===== src/rtl/core/hacl_pkg.sv =====
// shared types, constants and helper functions for the hazard alarm panel
`timescale 1ns / 1ps
`default_nettype none

package hacl_pkg;

    localparam int KEY_W       = 4;
    localparam int DIGIT_W     = 3;
    localparam int MISS_W      = 4;
    localparam int ELAPSED_W   = 20;
    localparam int PHASE_W     = 16;
    localparam int CFG_INDEX_W = 3;

    localparam logic [MISS_W-1:0]    MISS_MAX    = '1;
    localparam logic [ELAPSED_W-1:0] ELAPSED_MAX = '1;

    // register map of the configuration port
    localparam logic [CFG_INDEX_W-1:0] CFG_SECRET_CODE  = 3'd0;
    localparam logic [CFG_INDEX_W-1:0] CFG_MAX_FAILURES = 3'd1;
    localparam logic [CFG_INDEX_W-1:0] CFG_LOCKOUT      = 3'd2;
    localparam logic [CFG_INDEX_W-1:0] CFG_FAST_BLINK   = 3'd3;
    localparam logic [CFG_INDEX_W-1:0] CFG_SLOW_BLINK   = 3'd4;

    localparam logic [MISS_W-1:0]    MAX_FAILURES_RESET = 4'd5;
    localparam logic [ELAPSED_W-1:0] LOCKOUT_RESET      = 20'd60000;
    localparam logic [PHASE_W-1:0]   FAST_BLINK_RESET   = 16'd200;
    localparam logic [PHASE_W-1:0]   SLOW_BLINK_RESET   = 16'd1000;

    typedef enum logic [1:0] {
        MODE_IDLE   = 2'd0,
        MODE_ALARM  = 2'd1,
        MODE_EMERG  = 2'd2,
        MODE_LOCKED = 2'd3
    } mode_t;

    typedef struct packed {
        logic [MISS_W-1:0]    max_failures;
        logic [ELAPSED_W-1:0] lockout_ticks;
        logic [PHASE_W-1:0]   fast_blink_period;
        logic [PHASE_W-1:0]   slow_blink_period;
    } timing_cfg_t;

    typedef struct packed {
        logic             enable;
        logic [KEY_W-1:0] keys;
        logic             submit;
    } kp_ctrl_t;

    typedef struct packed {
        logic  alarm_lamp;
        logic  lock_lamp;
        mode_t panel_mode;
    } status_t;

    function automatic logic [PHASE_W-1:0] phase_step(
        input logic [PHASE_W-1:0] phase,
        input logic [PHASE_W-1:0] period
    );
        logic [PHASE_W:0] n;
        n = {1'b0, phase} + {{PHASE_W{1'b0}}, 1'b1};
        return (n >= {1'b0, period}) ? '0 : n[PHASE_W-1:0];
    endfunction

    function automatic logic lamp_on(
        input logic [PHASE_W-1:0] phase,
        input logic [PHASE_W-1:0] period
    );
        return phase < (period >> 1);
    endfunction

endpackage

`default_nettype wire


===== src/rtl/core/hacl_if.sv =====
// word channel interfaces: sensor tick words in, panel status words out
`timescale 1ns / 1ps
`default_nettype none

interface hacl_sensor_if;
    logic       valid;
    logic       ready;
    logic       gas_level;
    logic       temp_level;
    logic [3:0] key_mask;
    logic       submit_pulse;

    modport source (output valid, gas_level, temp_level, key_mask, submit_pulse,
                    input ready);
    modport sink   (input valid, gas_level, temp_level, key_mask, submit_pulse,
                    output ready);
endinterface

interface hacl_status_if;
    logic       valid;
    logic       ready;
    logic       alarm_lamp;
    logic       lock_lamp;
    logic [1:0] panel_mode;

    modport source (output valid, alarm_lamp, lock_lamp, panel_mode, input ready);
    modport sink   (input valid, alarm_lamp, lock_lamp, panel_mode, output ready);
endinterface

`default_nettype wire


===== src/rtl/core/hacl_keypad.sv =====
// digit buffer, entry position and code compare
`timescale 1ns / 1ps
`default_nettype none

module hacl_keypad #(
    parameter int CODE_DIGITS = 4
) (
    input  wire logic                                       clk,
    input  wire logic                                       rst_n,
    input  wire hacl_pkg::kp_ctrl_t                         ctrl,
    input  wire logic [hacl_pkg::DIGIT_W*CODE_DIGITS-1:0]   secret_code,
    output logic                                            match
);
    import hacl_pkg::*;

    localparam int POS_W = $clog2(CODE_DIGITS + 1);
    localparam int IDX_W = $clog2(CODE_DIGITS);
    localparam logic [POS_W-1:0] POS_FULL = POS_W'(CODE_DIGITS);

    logic [DIGIT_W-1:0] digit_reg  [CODE_DIGITS];
    logic [DIGIT_W-1:0] digit_next [CODE_DIGITS];
    logic [POS_W-1:0]   pos_reg;
    logic [POS_W-1:0]   pos_next;
    logic [POS_W-1:0]   pos_walk;

    // keys go in ascending digit order while there is room
    always_comb
    begin
        digit_next = digit_reg;
        pos_walk   = pos_reg;
        for (int i = 0; i < KEY_W; i++)
        begin
            if (ctrl.keys[i] && (pos_walk < POS_FULL))
            begin
                digit_next[pos_walk[IDX_W-1:0]] = DIGIT_W'(i + 1);
                pos_walk = pos_walk + POS_W'(1);
            end
        end
        pos_next = ctrl.submit ? '0 : pos_walk;
    end

    always_comb
    begin
        match = 1'b1;
        for (int k = 0; k < CODE_DIGITS; k++)
        begin
            if (digit_next[k] != secret_code[DIGIT_W*k +: DIGIT_W])
                match = 1'b0;
        end
    end

    always_ff @(posedge clk or negedge rst_n)
    begin
        if (!rst_n)
        begin
            pos_reg <= '0;
            for (int k = 0; k < CODE_DIGITS; k++)
                digit_reg[k] <= '0;
        end
        else if (ctrl.enable)
        begin
            pos_reg   <= pos_next;
            digit_reg <= digit_next;
        end
    end

    a_pos_bound: assert property (@(posedge clk) disable iff (!rst_n)
        pos_reg <= POS_FULL)
        else $error("entry position past end of digit buffer");

endmodule

`default_nettype wire


===== src/rtl/core/hacl_ctrl.sv =====
// panel mode machine, miss counter, flash and lockout timers, lamps
`timescale 1ns / 1ps
`default_nettype none

module hacl_ctrl (
    input  wire logic                  clk,
    input  wire logic                  rst_n,
    input  wire logic                  accept,
    input  wire logic                  gas_level,
    input  wire logic                  temp_level,
    input  wire logic [3:0]            key_mask,
    input  wire logic                  submit_pulse,
    input  wire hacl_pkg::timing_cfg_t cfg,
    input  wire logic                  match,
    output hacl_pkg::kp_ctrl_t         kp_ctrl,
    output hacl_pkg::status_t          status_next
);
    import hacl_pkg::*;

    mode_t                mode_reg, mode_next, mode_eff;
    logic                 alarm_lamp_reg, alarm_lamp_next;
    logic                 lock_lamp_reg, lock_lamp_next;
    logic [MISS_W-1:0]    miss_reg, miss_next, miss_inc;
    logic [PHASE_W-1:0]   flash_reg, flash_next, flash_cur;
    logic [ELAPSED_W-1:0] elapsed_reg, elapsed_next, elapsed_inc;
    logic [PHASE_W-1:0]   blink_reg, blink_next, blink_inc;

    always_ff @(posedge clk or negedge rst_n)
    begin
        if (!rst_n)
        begin
            mode_reg       <= MODE_IDLE;
            alarm_lamp_reg <= 1'b0;
            lock_lamp_reg  <= 1'b0;
            miss_reg       <= '0;
            flash_reg      <= '0;
            elapsed_reg    <= '0;
            blink_reg      <= '0;
        end
        else if (accept)
        begin
            mode_reg       <= mode_next;
            alarm_lamp_reg <= alarm_lamp_next;
            lock_lamp_reg  <= lock_lamp_next;
            miss_reg       <= miss_next;
            flash_reg      <= flash_next;
            elapsed_reg    <= elapsed_next;
            blink_reg      <= blink_next;
        end
    end

    always_comb
    begin
        // sensors only matter in idle and alarm
        mode_eff  = mode_reg;
        flash_cur = flash_reg;
        if ((mode_reg == MODE_IDLE) || (mode_reg == MODE_ALARM))
        begin
            if (gas_level && temp_level)
            begin
                mode_eff  = MODE_EMERG;
                flash_cur = '0;
            end
            else if (gas_level || temp_level)
            begin
                mode_eff = MODE_ALARM;
            end
        end

        miss_inc    = (miss_reg < MISS_MAX) ? miss_reg + MISS_W'(1) : miss_reg;
        elapsed_inc = (elapsed_reg < ELAPSED_MAX) ? elapsed_reg + ELAPSED_W'(1)
                                                  : elapsed_reg;
        blink_inc   = phase_step(blink_reg, cfg.slow_blink_period);

        mode_next       = mode_eff;
        alarm_lamp_next = alarm_lamp_reg;
        lock_lamp_next  = lock_lamp_reg;
        miss_next       = miss_reg;
        flash_next      = flash_cur;
        elapsed_next    = elapsed_reg;
        blink_next      = blink_reg;

        kp_ctrl.enable = accept && (mode_eff == MODE_EMERG);
        kp_ctrl.keys   = key_mask;
        kp_ctrl.submit = submit_pulse;

        case (mode_eff)
            MODE_ALARM:
            begin
                alarm_lamp_next = 1'b1;
            end
            MODE_EMERG:
            begin
                alarm_lamp_next = lamp_on(flash_cur, cfg.fast_blink_period);
                flash_next      = phase_step(flash_cur, cfg.fast_blink_period);
                if (submit_pulse)
                begin
                    if (match)
                    begin
                        mode_next       = MODE_IDLE;
                        alarm_lamp_next = 1'b0;
                        lock_lamp_next  = 1'b0;
                        miss_next       = '0;
                        flash_next      = '0;
                        elapsed_next    = '0;
                        blink_next      = '0;
                    end
                    else if (miss_inc >= cfg.max_failures)
                    begin
                        // alarm lamp keeps its value through the lockout
                        mode_next    = MODE_LOCKED;
                        miss_next    = '0;
                        elapsed_next = '0;
                        blink_next   = '0;
                    end
                    else
                    begin
                        miss_next = miss_inc;
                    end
                end
            end
            MODE_LOCKED:
            begin
                if (elapsed_inc >= cfg.lockout_ticks)
                begin
                    mode_next       = MODE_IDLE;
                    alarm_lamp_next = 1'b0;
                    lock_lamp_next  = 1'b0;
                    miss_next       = '0;
                    flash_next      = '0;
                    elapsed_next    = '0;
                    blink_next      = '0;
                end
                else
                begin
                    elapsed_next   = elapsed_inc;
                    blink_next     = blink_inc;
                    lock_lamp_next = lamp_on(blink_inc, cfg.slow_blink_period);
                end
            end
            default:
            begin
            end
        endcase

        status_next.alarm_lamp = alarm_lamp_next;
        status_next.lock_lamp  = lock_lamp_next;
        status_next.panel_mode = mode_next;
    end

    a_idle_dark: assert property (@(posedge clk) disable iff (!rst_n)
        (mode_reg == MODE_IDLE) |-> (!alarm_lamp_reg && !lock_lamp_reg))
        else $error("lamp lit while panel idle");

    a_lock_lamp_mode: assert property (@(posedge clk) disable iff (!rst_n)
        (mode_reg != MODE_LOCKED) |-> (!lock_lamp_reg && (elapsed_reg == '0)
                                       && (blink_reg == '0)))
        else $error("lockout state active outside locked mode");

endmodule

`default_nettype wire


===== src/rtl/core/hazard_alarm_code_lockout_core.sv =====
// Hazard alarm panel with code lockout: one sensor word per millisecond tick.
//
// Channels: the sensor channel takes one word per tick (gas and temperature
// levels, a key mask with bit i meaning digit i+1, and a submit pulse). The
// status channel returns exactly one word per sensor word: alarm lamp, lock
// lamp and panel mode (idle, alarm, emergency, locked) as they stand after
// that tick.
// The status word is valid in the cycle after its sensor word is taken.
// The sensor channel takes one word per cycle while the receiver does not stall; the mode,
// timer and keypad update is a single combinational pass into the state registers.
// The status register is the only buffer, so while the receiver stalls a
// waiting status word holds and the sensor channel drops ready; ready
// returns in the cycle the waiting word is taken.
// Reset: mode idle, lamps off, counters and timers zero, digit buffer zero,
// registers back to their defaults (code 1,2,3,4, five misses, 60000-tick
// lockout, 200 and 1000 tick blink periods). Configuration writes are taken
// at any edge with cfg_wr_en high; write them only while the panel is idle.
`timescale 1ns / 1ps
`default_nettype none

module hazard_alarm_code_lockout_core #(
    parameter int CODE_DIGITS = 4
) (
    input  wire logic                                      clk,
    input  wire logic                                      rst_n,
    input  wire logic                                      cfg_wr_en,
    input  wire logic [hacl_pkg::CFG_INDEX_W-1:0]          cfg_index,
    input  wire logic [((3*CODE_DIGITS > 20) ? 3*CODE_DIGITS : 20)-1:0] cfg_wr_data,
    hacl_sensor_if.sink                                    sensor,
    hacl_status_if.source                                  status
);
    import hacl_pkg::*;

    localparam int SECRET_W = DIGIT_W * CODE_DIGITS;

    function automatic logic [SECRET_W-1:0] secret_default();
        logic [SECRET_W-1:0] s;
        s = '0;
        for (int k = 0; k < CODE_DIGITS; k++)
            s[DIGIT_W*k +: DIGIT_W] = DIGIT_W'(k + 1);
        return s;
    endfunction

    localparam logic [SECRET_W-1:0] SECRET_RESET = secret_default();

    logic [SECRET_W-1:0] secret_reg;
    timing_cfg_t         timing_reg;
    logic                accept;
    logic                match;
    kp_ctrl_t            kp_ctrl;
    status_t             status_next;
    status_t             res_reg;
    logic                res_valid_reg;

    always_ff @(posedge clk or negedge rst_n)
    begin
        if (!rst_n)
        begin
            secret_reg                   <= SECRET_RESET;
            timing_reg.max_failures      <= MAX_FAILURES_RESET;
            timing_reg.lockout_ticks     <= LOCKOUT_RESET;
            timing_reg.fast_blink_period <= FAST_BLINK_RESET;
            timing_reg.slow_blink_period <= SLOW_BLINK_RESET;
        end
        else if (cfg_wr_en)
        begin
            case (cfg_index)
                CFG_SECRET_CODE:  secret_reg <= cfg_wr_data[SECRET_W-1:0];
                CFG_MAX_FAILURES: timing_reg.max_failures <= cfg_wr_data[MISS_W-1:0];
                CFG_LOCKOUT:      timing_reg.lockout_ticks <= cfg_wr_data[ELAPSED_W-1:0];
                CFG_FAST_BLINK:   timing_reg.fast_blink_period <= cfg_wr_data[PHASE_W-1:0];
                CFG_SLOW_BLINK:   timing_reg.slow_blink_period <= cfg_wr_data[PHASE_W-1:0];
                default:
                begin
                end
            endcase
        end
    end

    assign sensor.ready = !res_valid_reg || status.ready;
    assign accept       = sensor.valid && sensor.ready;

    hacl_ctrl u_ctrl (
        .clk          (clk),
        .rst_n        (rst_n),
        .accept       (accept),
        .gas_level    (sensor.gas_level),
        .temp_level   (sensor.temp_level),
        .key_mask     (sensor.key_mask),
        .submit_pulse (sensor.submit_pulse),
        .cfg          (timing_reg),
        .match        (match),
        .kp_ctrl      (kp_ctrl),
        .status_next  (status_next)
    );

    hacl_keypad #(
        .CODE_DIGITS (CODE_DIGITS)
    ) u_keypad (
        .clk         (clk),
        .rst_n       (rst_n),
        .ctrl        (kp_ctrl),
        .secret_code (secret_reg),
        .match       (match)
    );

    // status word register
    always_ff @(posedge clk or negedge rst_n)
    begin
        if (!rst_n)
            res_valid_reg <= 1'b0;
        else if (accept)
            res_valid_reg <= 1'b1;
        else if (status.ready)
            res_valid_reg <= 1'b0;
    end

    always_ff @(posedge clk)
    begin
        if (accept)
            res_reg <= status_next;
    end

    assign status.valid      = res_valid_reg;
    assign status.alarm_lamp = res_reg.alarm_lamp;
    assign status.lock_lamp  = res_reg.lock_lamp;
    assign status.panel_mode = res_reg.panel_mode;

    a_word_out: assert property (@(posedge clk) disable iff (!rst_n)
        accept |=> res_valid_reg)
        else $error("accepted sensor word produced no status word");

endmodule

`default_nettype wire

===== src/flat_wrapper.sv =====
// flat-port wrapper written by rule: the top's interface ports become plain ports
module hazard_alarm_code_lockout_core_flat import hacl_pkg::*;
#(
    parameter int CODE_DIGITS = 4
)
  (clk, rst_n, cfg_wr_en, cfg_index, cfg_wr_data, sensor_valid, sensor_gas_level, sensor_temp_level, sensor_key_mask, sensor_submit_pulse, sensor_ready, status_valid, status_alarm_lamp, status_lock_lamp, status_panel_mode, status_ready);
  hacl_sensor_if sensor_i ();
  hacl_status_if status_i ();
  input  wire logic clk;
  input  wire logic rst_n;
  input  wire logic cfg_wr_en;
  input  wire logic [hacl_pkg::CFG_INDEX_W-1:0] cfg_index;
  input  wire logic [((3*CODE_DIGITS > 20) ? 3*CODE_DIGITS : 20)-1:0] cfg_wr_data;
  input wire logic [$bits(sensor_i.valid)-1:0] sensor_valid;
  input wire logic [$bits(sensor_i.gas_level)-1:0] sensor_gas_level;
  input wire logic [$bits(sensor_i.temp_level)-1:0] sensor_temp_level;
  input wire logic [$bits(sensor_i.key_mask)-1:0] sensor_key_mask;
  input wire logic [$bits(sensor_i.submit_pulse)-1:0] sensor_submit_pulse;
  output wire logic [$bits(sensor_i.ready)-1:0] sensor_ready;
  output wire logic [$bits(status_i.valid)-1:0] status_valid;
  output wire logic [$bits(status_i.alarm_lamp)-1:0] status_alarm_lamp;
  output wire logic [$bits(status_i.lock_lamp)-1:0] status_lock_lamp;
  output wire logic [$bits(status_i.panel_mode)-1:0] status_panel_mode;
  input wire logic [$bits(status_i.ready)-1:0] status_ready;
  assign sensor_i.valid = sensor_valid;
  assign sensor_i.gas_level = sensor_gas_level;
  assign sensor_i.temp_level = sensor_temp_level;
  assign sensor_i.key_mask = sensor_key_mask;
  assign sensor_i.submit_pulse = sensor_submit_pulse;
  assign sensor_ready = sensor_i.ready;
  assign status_valid = status_i.valid;
  assign status_alarm_lamp = status_i.alarm_lamp;
  assign status_lock_lamp = status_i.lock_lamp;
  assign status_panel_mode = status_i.panel_mode;
  assign status_i.ready = status_ready;
  hazard_alarm_code_lockout_core #(.CODE_DIGITS(CODE_DIGITS)) u_core (.clk(clk), .rst_n(rst_n), .cfg_wr_en(cfg_wr_en), .cfg_index(cfg_index), .cfg_wr_data(cfg_wr_data), .sensor(sensor_i), .status(status_i));
endmodule

===== config.mk =====
export PLATFORM = sky130hd
export DESIGN_NAME = hazard_alarm_code_lockout_core_flat
export DESIGN_NICKNAME = d
export VERILOG_FILES = /design/src/rtl/core/hacl_pkg.sv /design/src/rtl/core/hacl_if.sv /design/src/rtl/core/hacl_keypad.sv /design/src/rtl/core/hacl_ctrl.sv /design/src/rtl/core/hazard_alarm_code_lockout_core.sv /design/src/flat_wrapper.sv
export SDC_FILE = /design/constraint.sdc
export NUM_CORES = 1
export LEC_CHECK = 0
export ABC_AREA = 0
export BUFFER_PORTS_ARGS = -buffer_cell sky130_fd_sc_hd__clkbuf_2
export CAP_MARGIN = 20
export CORE_ASPECT_RATIO = 0.7
export CORE_MARGIN = 5
export CORE_UTILIZATION = 65
export DETAILED_ROUTE_END_ITERATION = 6
export PLACE_DENSITY = 0.83
export SYNTH_ARGS = -nofsm -noshare
export SYNTH_HDL_FRONTEND = slang
export SYNTH_HIERARCHICAL = 1
export SYNTH_SLANG_ARGS = --single-unit
export TNS_END_PERCENT = 1

===== constraint.sdc =====
create_clock -name clk -period 13.4 [get_ports clk]
set_input_delay 2.68 -clock clk [delete_from_list [all_inputs] [get_ports clk]]
set_output_delay 2.68 -clock clk [all_outputs]
set_load 0.03 [all_outputs]

==> results.json, run 1 <==
{
  "status": "complete, but fails checks",
  "violations": "design-rule violations",
  "insertion_delay_ns": 0.44,
  "dp_hpwl_um": 20400,
  "cts_root_buf": "clkbuf_16",
  "portBuffers": 40,
  "ir_drop_mv": 0.0984,
  "cap_violations": 0,
  "cts_tree": "done",
  "grt_usage_pct": 29.5,
  "hold_buffers": 0,
  "initial_utilization_pct": 66.1,
  "period_minus_slack_ns": 7.37,
  "end_kind": "flip-flop",
  "ys_warn_count": 6,
  "power_density_nw_per_um2": 195,
  "synth-async-reset-ratio_pct": 97.3,
  "coreArea_um2": 16200,
  "die_area_um2": 19200,
  "relSlewSlack_pct": 23.2,
  "crit_arrival_ns": 7.69,
  "fp.dieW_um": 164,
  "ys_seq_elements": 148,
  "ioPinCount": 41,
  "htreeDepth": 4,
  "hp-class": "flip-flop to flip-flop",
  "grt_start_max_net_pins": 83,
  "fin_worst_skew_ns": 0.0110,
  "startpoint_type": "input pin",
  "p_leak_nw": 5.44,
  "whs_ns": 0.490,
  "finalNetCount": 1289,
  "synth-seq-area-share_pct": 34.9,
  "synth.area.top_cells": "dfrtp_1 (28%), ha_1 (12%), mux2_2 (6.7%), dfstp_2 (5.6%), inv_1 (3.5%)",
  "tns_ns": 0,
  "gp_congestion": 0.934,
  "max_freq_mhz": 136,
  "cts-buffers-inserted": 17,
  "tightest_slew_ns": 1.15,
  "synth_fp_nets": 1267,
  "synth_area_um2": 10700,
  "crit_required_ns": 13.72,
  "grt_remaining_overflow": 0,
  "worstSetupPathType": "input pin to flip-flop",
  "synth_ff_type": "dfrtp_1",
  "syn_to_final_growth_pct": 8.43,
  "vias_per_cell": 6.55,
  "ctsResizeCount": 0,
  "grt_antenna_before_repair": 0,
  "grt_pass1_vias": 8682,
  "n_antenna_cell": 0,
  "vias": 9095,
  "cts_max_path_buffers": 2,
  "cts.reportedPaths.clkPinSlew_ns": 0.06,
  "die_y_um": 118,
  "synth_edf_count": 4,
  "clock_sinks": 148,
  "postCtsSetupBuffers": 0,
  "antenna_left": 0,
  "slew_viol_final": 0,
  "rsz0062_at_grt": "no",
  "drive_gt1_share_pct": 19.6,
  "finalCritPeriodShare_pct": 55.0,
  "row_count": 39,
  "largest_reg_flops": 56,
  "wl_per_cell_um": 20.2,
  "synth.top_cell.area_share_pct": 28.2,
  "setup_viol": 0,
  "syn_avg_cell_area_um2": 9.52,
  "routed_wl_um": 28100,
  "post_synth_num_cell_types": 96,
  "drc": 4,
  "path_max_fanout": 17,
  "grt_pass1_wl_um": 45700,
  "first_iter_violations": 1170,
  "yosysTopAreaCell": "dfrtp_1",
  "hold_violations": 0,
  "dr.pass1.iters": 7,
  "syn_inst": 1129
}
power by group:
part / switching, mW / internal (mW) / total [mW]
sequential: 0.121 / 0.573 / 0.694
combinational: 0.640 / 0.452 / 1.09
clock: 0.209 / 0.274 / 0.483
total: 0.969 / 1.30 / 2.27
layout make-up:
type                       instances  area, um^2
multi-input combinational        835        6360
fill                            1235        4600
sequential                       148        3750
clock buffer                      20         468
inverter                         100         375
timing repair buffer              49         294
tap                              225         282
clock inverter                    12         119
per-layer routing:
metal	vias to the layer above	global-route usage [%]	wire [um]
met2	501	41.8	12000
li1	4150	-	-
met5	-	0	0
met1	4412	45.1	12700
met3	32	8.19	3060
met4	0	5.92	295
through the flow:
stage / instance area, um^2 / power (mW) / setup WS (ns) / utilization [%] / std cells
6_report: 11700 / 2.27 / 6.03 / 71.7 / 1389
5_1_grt: 11700 / 2.42 / 5.71 / 71.7 / 1389
4_1_cts: 11600 / 2.24 / 6.13 / 71.5 / 1388
3_5_place_dp: 11000 / 1.75 / 5.68 / 67.9 / 1356
3_3_place_gp: 11000 / 1.70 / 5.94 / 67.9 / 1356
2_1_floorplan: 10700 / 1.49 / 6.56 / - / 1129
synthesized netlist by cell type (5+ instances only):
cell type and number:
nor2b_1 7, o22ai_1 10, buf_4 14, clkbuf_1 12, a21oi_1 42, o2111ai_1 5, buf_2 19, o21ai_0 48
a21o_1 12, o211ai_1 11, a211oi_1 10, a31oi_1 12, nand3_1 46, nand2b_1 15, xor2_1 18, mux2_2 64
nor2_1 62, and2_1 20, nand3b_1 6, o31ai_1 16, xnor2_1 27, inv_1 99, dfstp_2 23, a32oi_1 5
nor3_1 20, dfrtp_1 121, and4_1 7, nand4_1 24, and3_1 12, nand2_1 88, ha_1 103, o21a_1 8
mux2_4 10, a22o_1 16, or2_2 8
cells by family after synthesis:
| family | count (synthesis) | synth area share (%) |
|---|---|---|
| compound gates | 260 | 17.6 |
| simple gates | 350 | 17.4 |
| xor+xnor | 47 | 4.08 |
| buf+inv | 146 | 5.88 |
| mux | 75 | 8.20 |
| fa+ha+maj | 103 | 12.0 |
| flops | 148 | 34.9 |
worst paths after layout:
| path | cells after the start | slack (ns) | from | end |
|---|---|---|---|---|
| setup / recovery | 20 | 6.03 | sensor_key_mask[0] | u_core/u_ctrl/flash_reg[3]$_DFFE_PN0P_ |
| hold / removal | 1 | 0.49 | u_core/u_keypad/digit_reg[9]$_DFFE_PN0P_ | u_core/u_keypad/digit_reg[9]$_DFFE_PN0P_ |
| setup reg to reg | 21 | 7.47 | u_core/u_keypad/pos_reg[0]$_DFFE_PN0P_ | u_core/u_ctrl/flash_reg[3]$_DFFE_PN0P_ |
| hold reg to reg | 1 | 0.49 | u_core/u_keypad/digit_reg[9]$_DFFE_PN0P_ | u_core/u_keypad/digit_reg[9]$_DFFE_PN0P_ |
| max in group asynchronous | 3 | 9.97 | rst_n | u_core/timing_reg[37]$_DFFE_PN1P_ |
| min in group asynchronous | 1 | 2.20 | rst_n | u_core/u_ctrl/flash_reg[9]$_DFFE_PN0P_ |
placed cells by master, fill, tap and decap left out, drive strengths merged, types with 16 or more instances in the layout:
| cell type | Yosys | final |
|---|---|---|
| dfrtp | 121 | 121 |
| nand2 | 88 | 88 |
| nand4 | 25 | 25 |
| inv | 100 | 104 |
| clkbuf | 12 | 59 |
| dfstp | 23 | 23 |
| ha | 103 | 103 |
| mux2 | 74 | 74 |
| xor2 | 18 | 18 |
| nand3 | 47 | 47 |
| nor3 | 22 | 22 |
| o21ai | 53 | 53 |
| and2 | 27 | 27 |
| a21oi | 45 | 45 |
| xnor2 | 29 | 29 |
| o31ai | 16 | 16 |
| nand2b | 16 | 16 |
| nor2 | 62 | 62 |
| a22o | 16 | 16 |
critical path: stages:
cell and delay, ns:
clkbuf_2 0.23, nand2b_1 0.15, a21oi_1 0.30, inv_1 0.14, ha_1 0.35, nor3b_2 0.25, nor2_1 0.11, ha_1 0.24
a22oi_2 0.27, and3_1 0.39, nand3b_1 0.16, o211ai_2 0.28, a211oi_2 0.07, a2111oi_2 0.27, nor4b_2 0.47, a22o_1 0.32
a211oi_1 0.07, o211a_1 0.34, and2_1 0.37, a22o_1 0.23
No activity file was read; power rests on OpenSTA's default activity.
==> run 2: changes to the inputs <==
CORE_UTILIZATION = 63   (was 65)
PLACE_DENSITY = 0.81   (was 0.83)
clock period = 7.2 ns   (was 13.4 ns; I/O delays follow)
==> run 2 against run 1 <==
Effect of this change: the flow now finishes without violations; core utilization decreased by 2.7 points; combinational power increased by 86%; first-iteration DRC count decreased by 11%; sequential cell count unchanged; critical path depth unchanged; cell area increased by 0.47%; via count decreased by 1.3%; final cell count increased by 0.43%; clock-buffer cell count increased by 2; clock skew decreased by 0.0029 ns; global-route usage decreased by 1.8 points; largest power group unchanged.
==> results.json, run 2 (synthesized netlist as in run 1, its figures left out) <==
{
  "status": "completed",
  "gp_congestion": 0.937,
  "period_minus_slack_ns": 6.06,
  "cts.reportedPaths.clkPinSlew_ns": 0.06,
  "crit_chain": "clkbuf_2 -> and3b_1 -> a21oi_1 -> inv_1 -> ha_1 -> nor3b_2 -> nor2_1 -> ha_1 -> a22oi_2 -> and3_1 -> and2_1 -> nor3_1 -> a221oi_1 -> nand4_1 -> nor4b_2 -> a22o_1 -> a211oi_1 -> o211a_1 -> and2_1 -> a22o_1",
  "final_util_pct": 69.0,
  "grt_remaining_overflow": 0,
  "postCtsSetupBuffers": 0,
  "finalCritPeriodShare_pct": 84.1,
  "largest_reg_flops": 56,
  "dr.pass1.iters": 6,
  "cts_tree": "done",
  "row_count": 40,
  "grt_usage_pct": 27.7,
  "drive_gt1_share_pct": 19.3,
  "grt_antenna_before_repair": 0,
  "first_iter_violations": 1046,
  "power_density_nw_per_um2": 367,
  "crit_start": "sensor_key_mask[0]",
  "cts-buffers-inserted": 17,
  "end_kind": "flip-flop",
  "fp.dieW_um": 166,
  "die_y_um": 119,
  "p_leak_nw": 5.46,
  "initial_utilization_pct": 63.3,
  "fin_worst_skew_ns": 0.00817,
  "cap_violations": 0,
  "hold_violations": 0,
  "crit_required_ns": 7.51,
  "slew_viol_final": 0,
  "cts_root_buf": "clkbuf_16",
  "grt_pass1_vias": 8380,
  "mostFrequentLayoutCell": "dfrtp_1",
  "wl_per_cell_um": 19.6,
  "drc": 0,
  "coreArea_um2": 17000,
  "hp-class": "flip-flop to flip-flop",
  "layout_common_cells": "dfrtp_1 (121), ha_1 (103), inv_1 (99)",
  "tightest_slew_ns": 1.12,
  "antenna_left": 0,
  "n_antenna_cell": 0,
  "vias_per_cell": 6.44,
  "grt_pass1_wl_um": 44500,
  "dp_hpwl_um": 20100,
  "relSlewSlack_pct": 25.2,
  "holdCritStartpoint": "u_core/u_keypad/digit_reg[9]$_DFFE_PN0P_",
  "ir_drop_mv": 0.167,
  "htreeDepth": 4,
  "die_area_um2": 19800,
  "max_freq_mhz": 165,
  "finalNetCount": 1289,
  "seqCellArea_um2": 3750,
  "path_max_fanout": 17,
  "vias": 8980,
  "multi_input_comb_area_um2": 6360,
  "grt_start_max_net_pins": 80,
  "ioPinCount": 41,
  "portBuffers": 40,
  "clock_sinks": 148,
  "syn_to_final_growth_pct": 8.94,
  "rsz0062_at_grt": "no",
  "hold_buffers": 0,
  "crit_path_max_incr_delay_ns": 0.55,
  "fill_cells": 1306,
  "insertion_delay_ns": 0.43,
  "crit_slowest_cell": "nor4b_2",
  "setup_viol": 0,
  "startpoint_type": "input pin",
  "tns_ns": 0,
  "timing.rr.start": "u_core/u_keypad/pos_reg[0]$_DFFE_PN0P_",
  "ctsResizeCount": 0,
  "cts_max_path_buffers": 2,
  "crit_arrival_ns": 6.37,
  "routed_wl_um": 27400,
  "worstSetupPathType": "input pin to flip-flop"
}
-- run 2: path summary, 6_finish.rpt --
path,end,slack (ns),cells after the start
hold / removal,u_core/u_keypad/digit_reg[9]$_DFFE_PN0P_,0.48,1
min in group asynchronous,u_core/u_keypad/digit_reg[3]$_DFFE_PN0P_,1.00,1
setup / recovery,u_core/u_ctrl/flash_reg[13]$_DFFE_PN0P_,1.14,20
setup reg to reg,u_core/u_ctrl/flash_reg[13]$_DFFE_PN0P_,1.36,21
max in group asynchronous,u_core/timing_reg[52]$_DFFE_PN1P_,5.16,3
hold reg to reg,u_core/u_keypad/digit_reg[9]$_DFFE_PN0P_,0.48,1
-- run 2: critical path: cells and delay by family --
kind	cells	cell delay, ns
compound gates	7	1.67
fa+ha+maj	2	0.58
buf+inv	2	0.32
simple gates	9	2.33
-- run 2: report_power, final --
| group | switching, mW | internal, mW | total [mW] |
|---|---|---|---|
| combinational | 1.19 | 0.840 | 2.03 |
| clock | 0.355 | 0.623 | 0.977 |
| sequential | 0.222 | 1.07 | 1.29 |
-- run 2: metrics by stage --
step / area (um^2) / hold WS, ns / worst slack [ns] / std cells / power [mW]
floorplan: 10700 / 0.444 / 1.60 / 1129 / 2.78
global placement: 11000 / 0.475 / 0.991 / 1362 / 3.16
detailed placement: 11000 / 0.463 / 0.839 / 1362 / 3.24
CTS: 11700 / 0.477 / 1.27 / 1394 / 4.25
global route: 11700 / 0.491 / 0.796 / 1395 / 4.58
finish: 11700 / 0.483 / 1.14 / 1395 / 4.29
-- run 2: per-layer routing --
metal | GRT usage [%] | up-vias | wire (um)
li1 | - | 4150 | -
met1 | 43.2 | 4415 | 13100
met2 | 38.4 | 378 | 11400
met3 | 6.44 | 37 | 2480
met4 | 6.75 | 0 | 421
met5 | 0 | - | 0
-- run 2: final cells by class --
type,instances,share of cell area (%)
clock buffer,22,3.88
inverter,100,3.21
tap,231,2.47
timing repair buffer,49,2.51
sequential,148,32.1
multi-input combinational,835,54.3
clock inverter,10,1.54
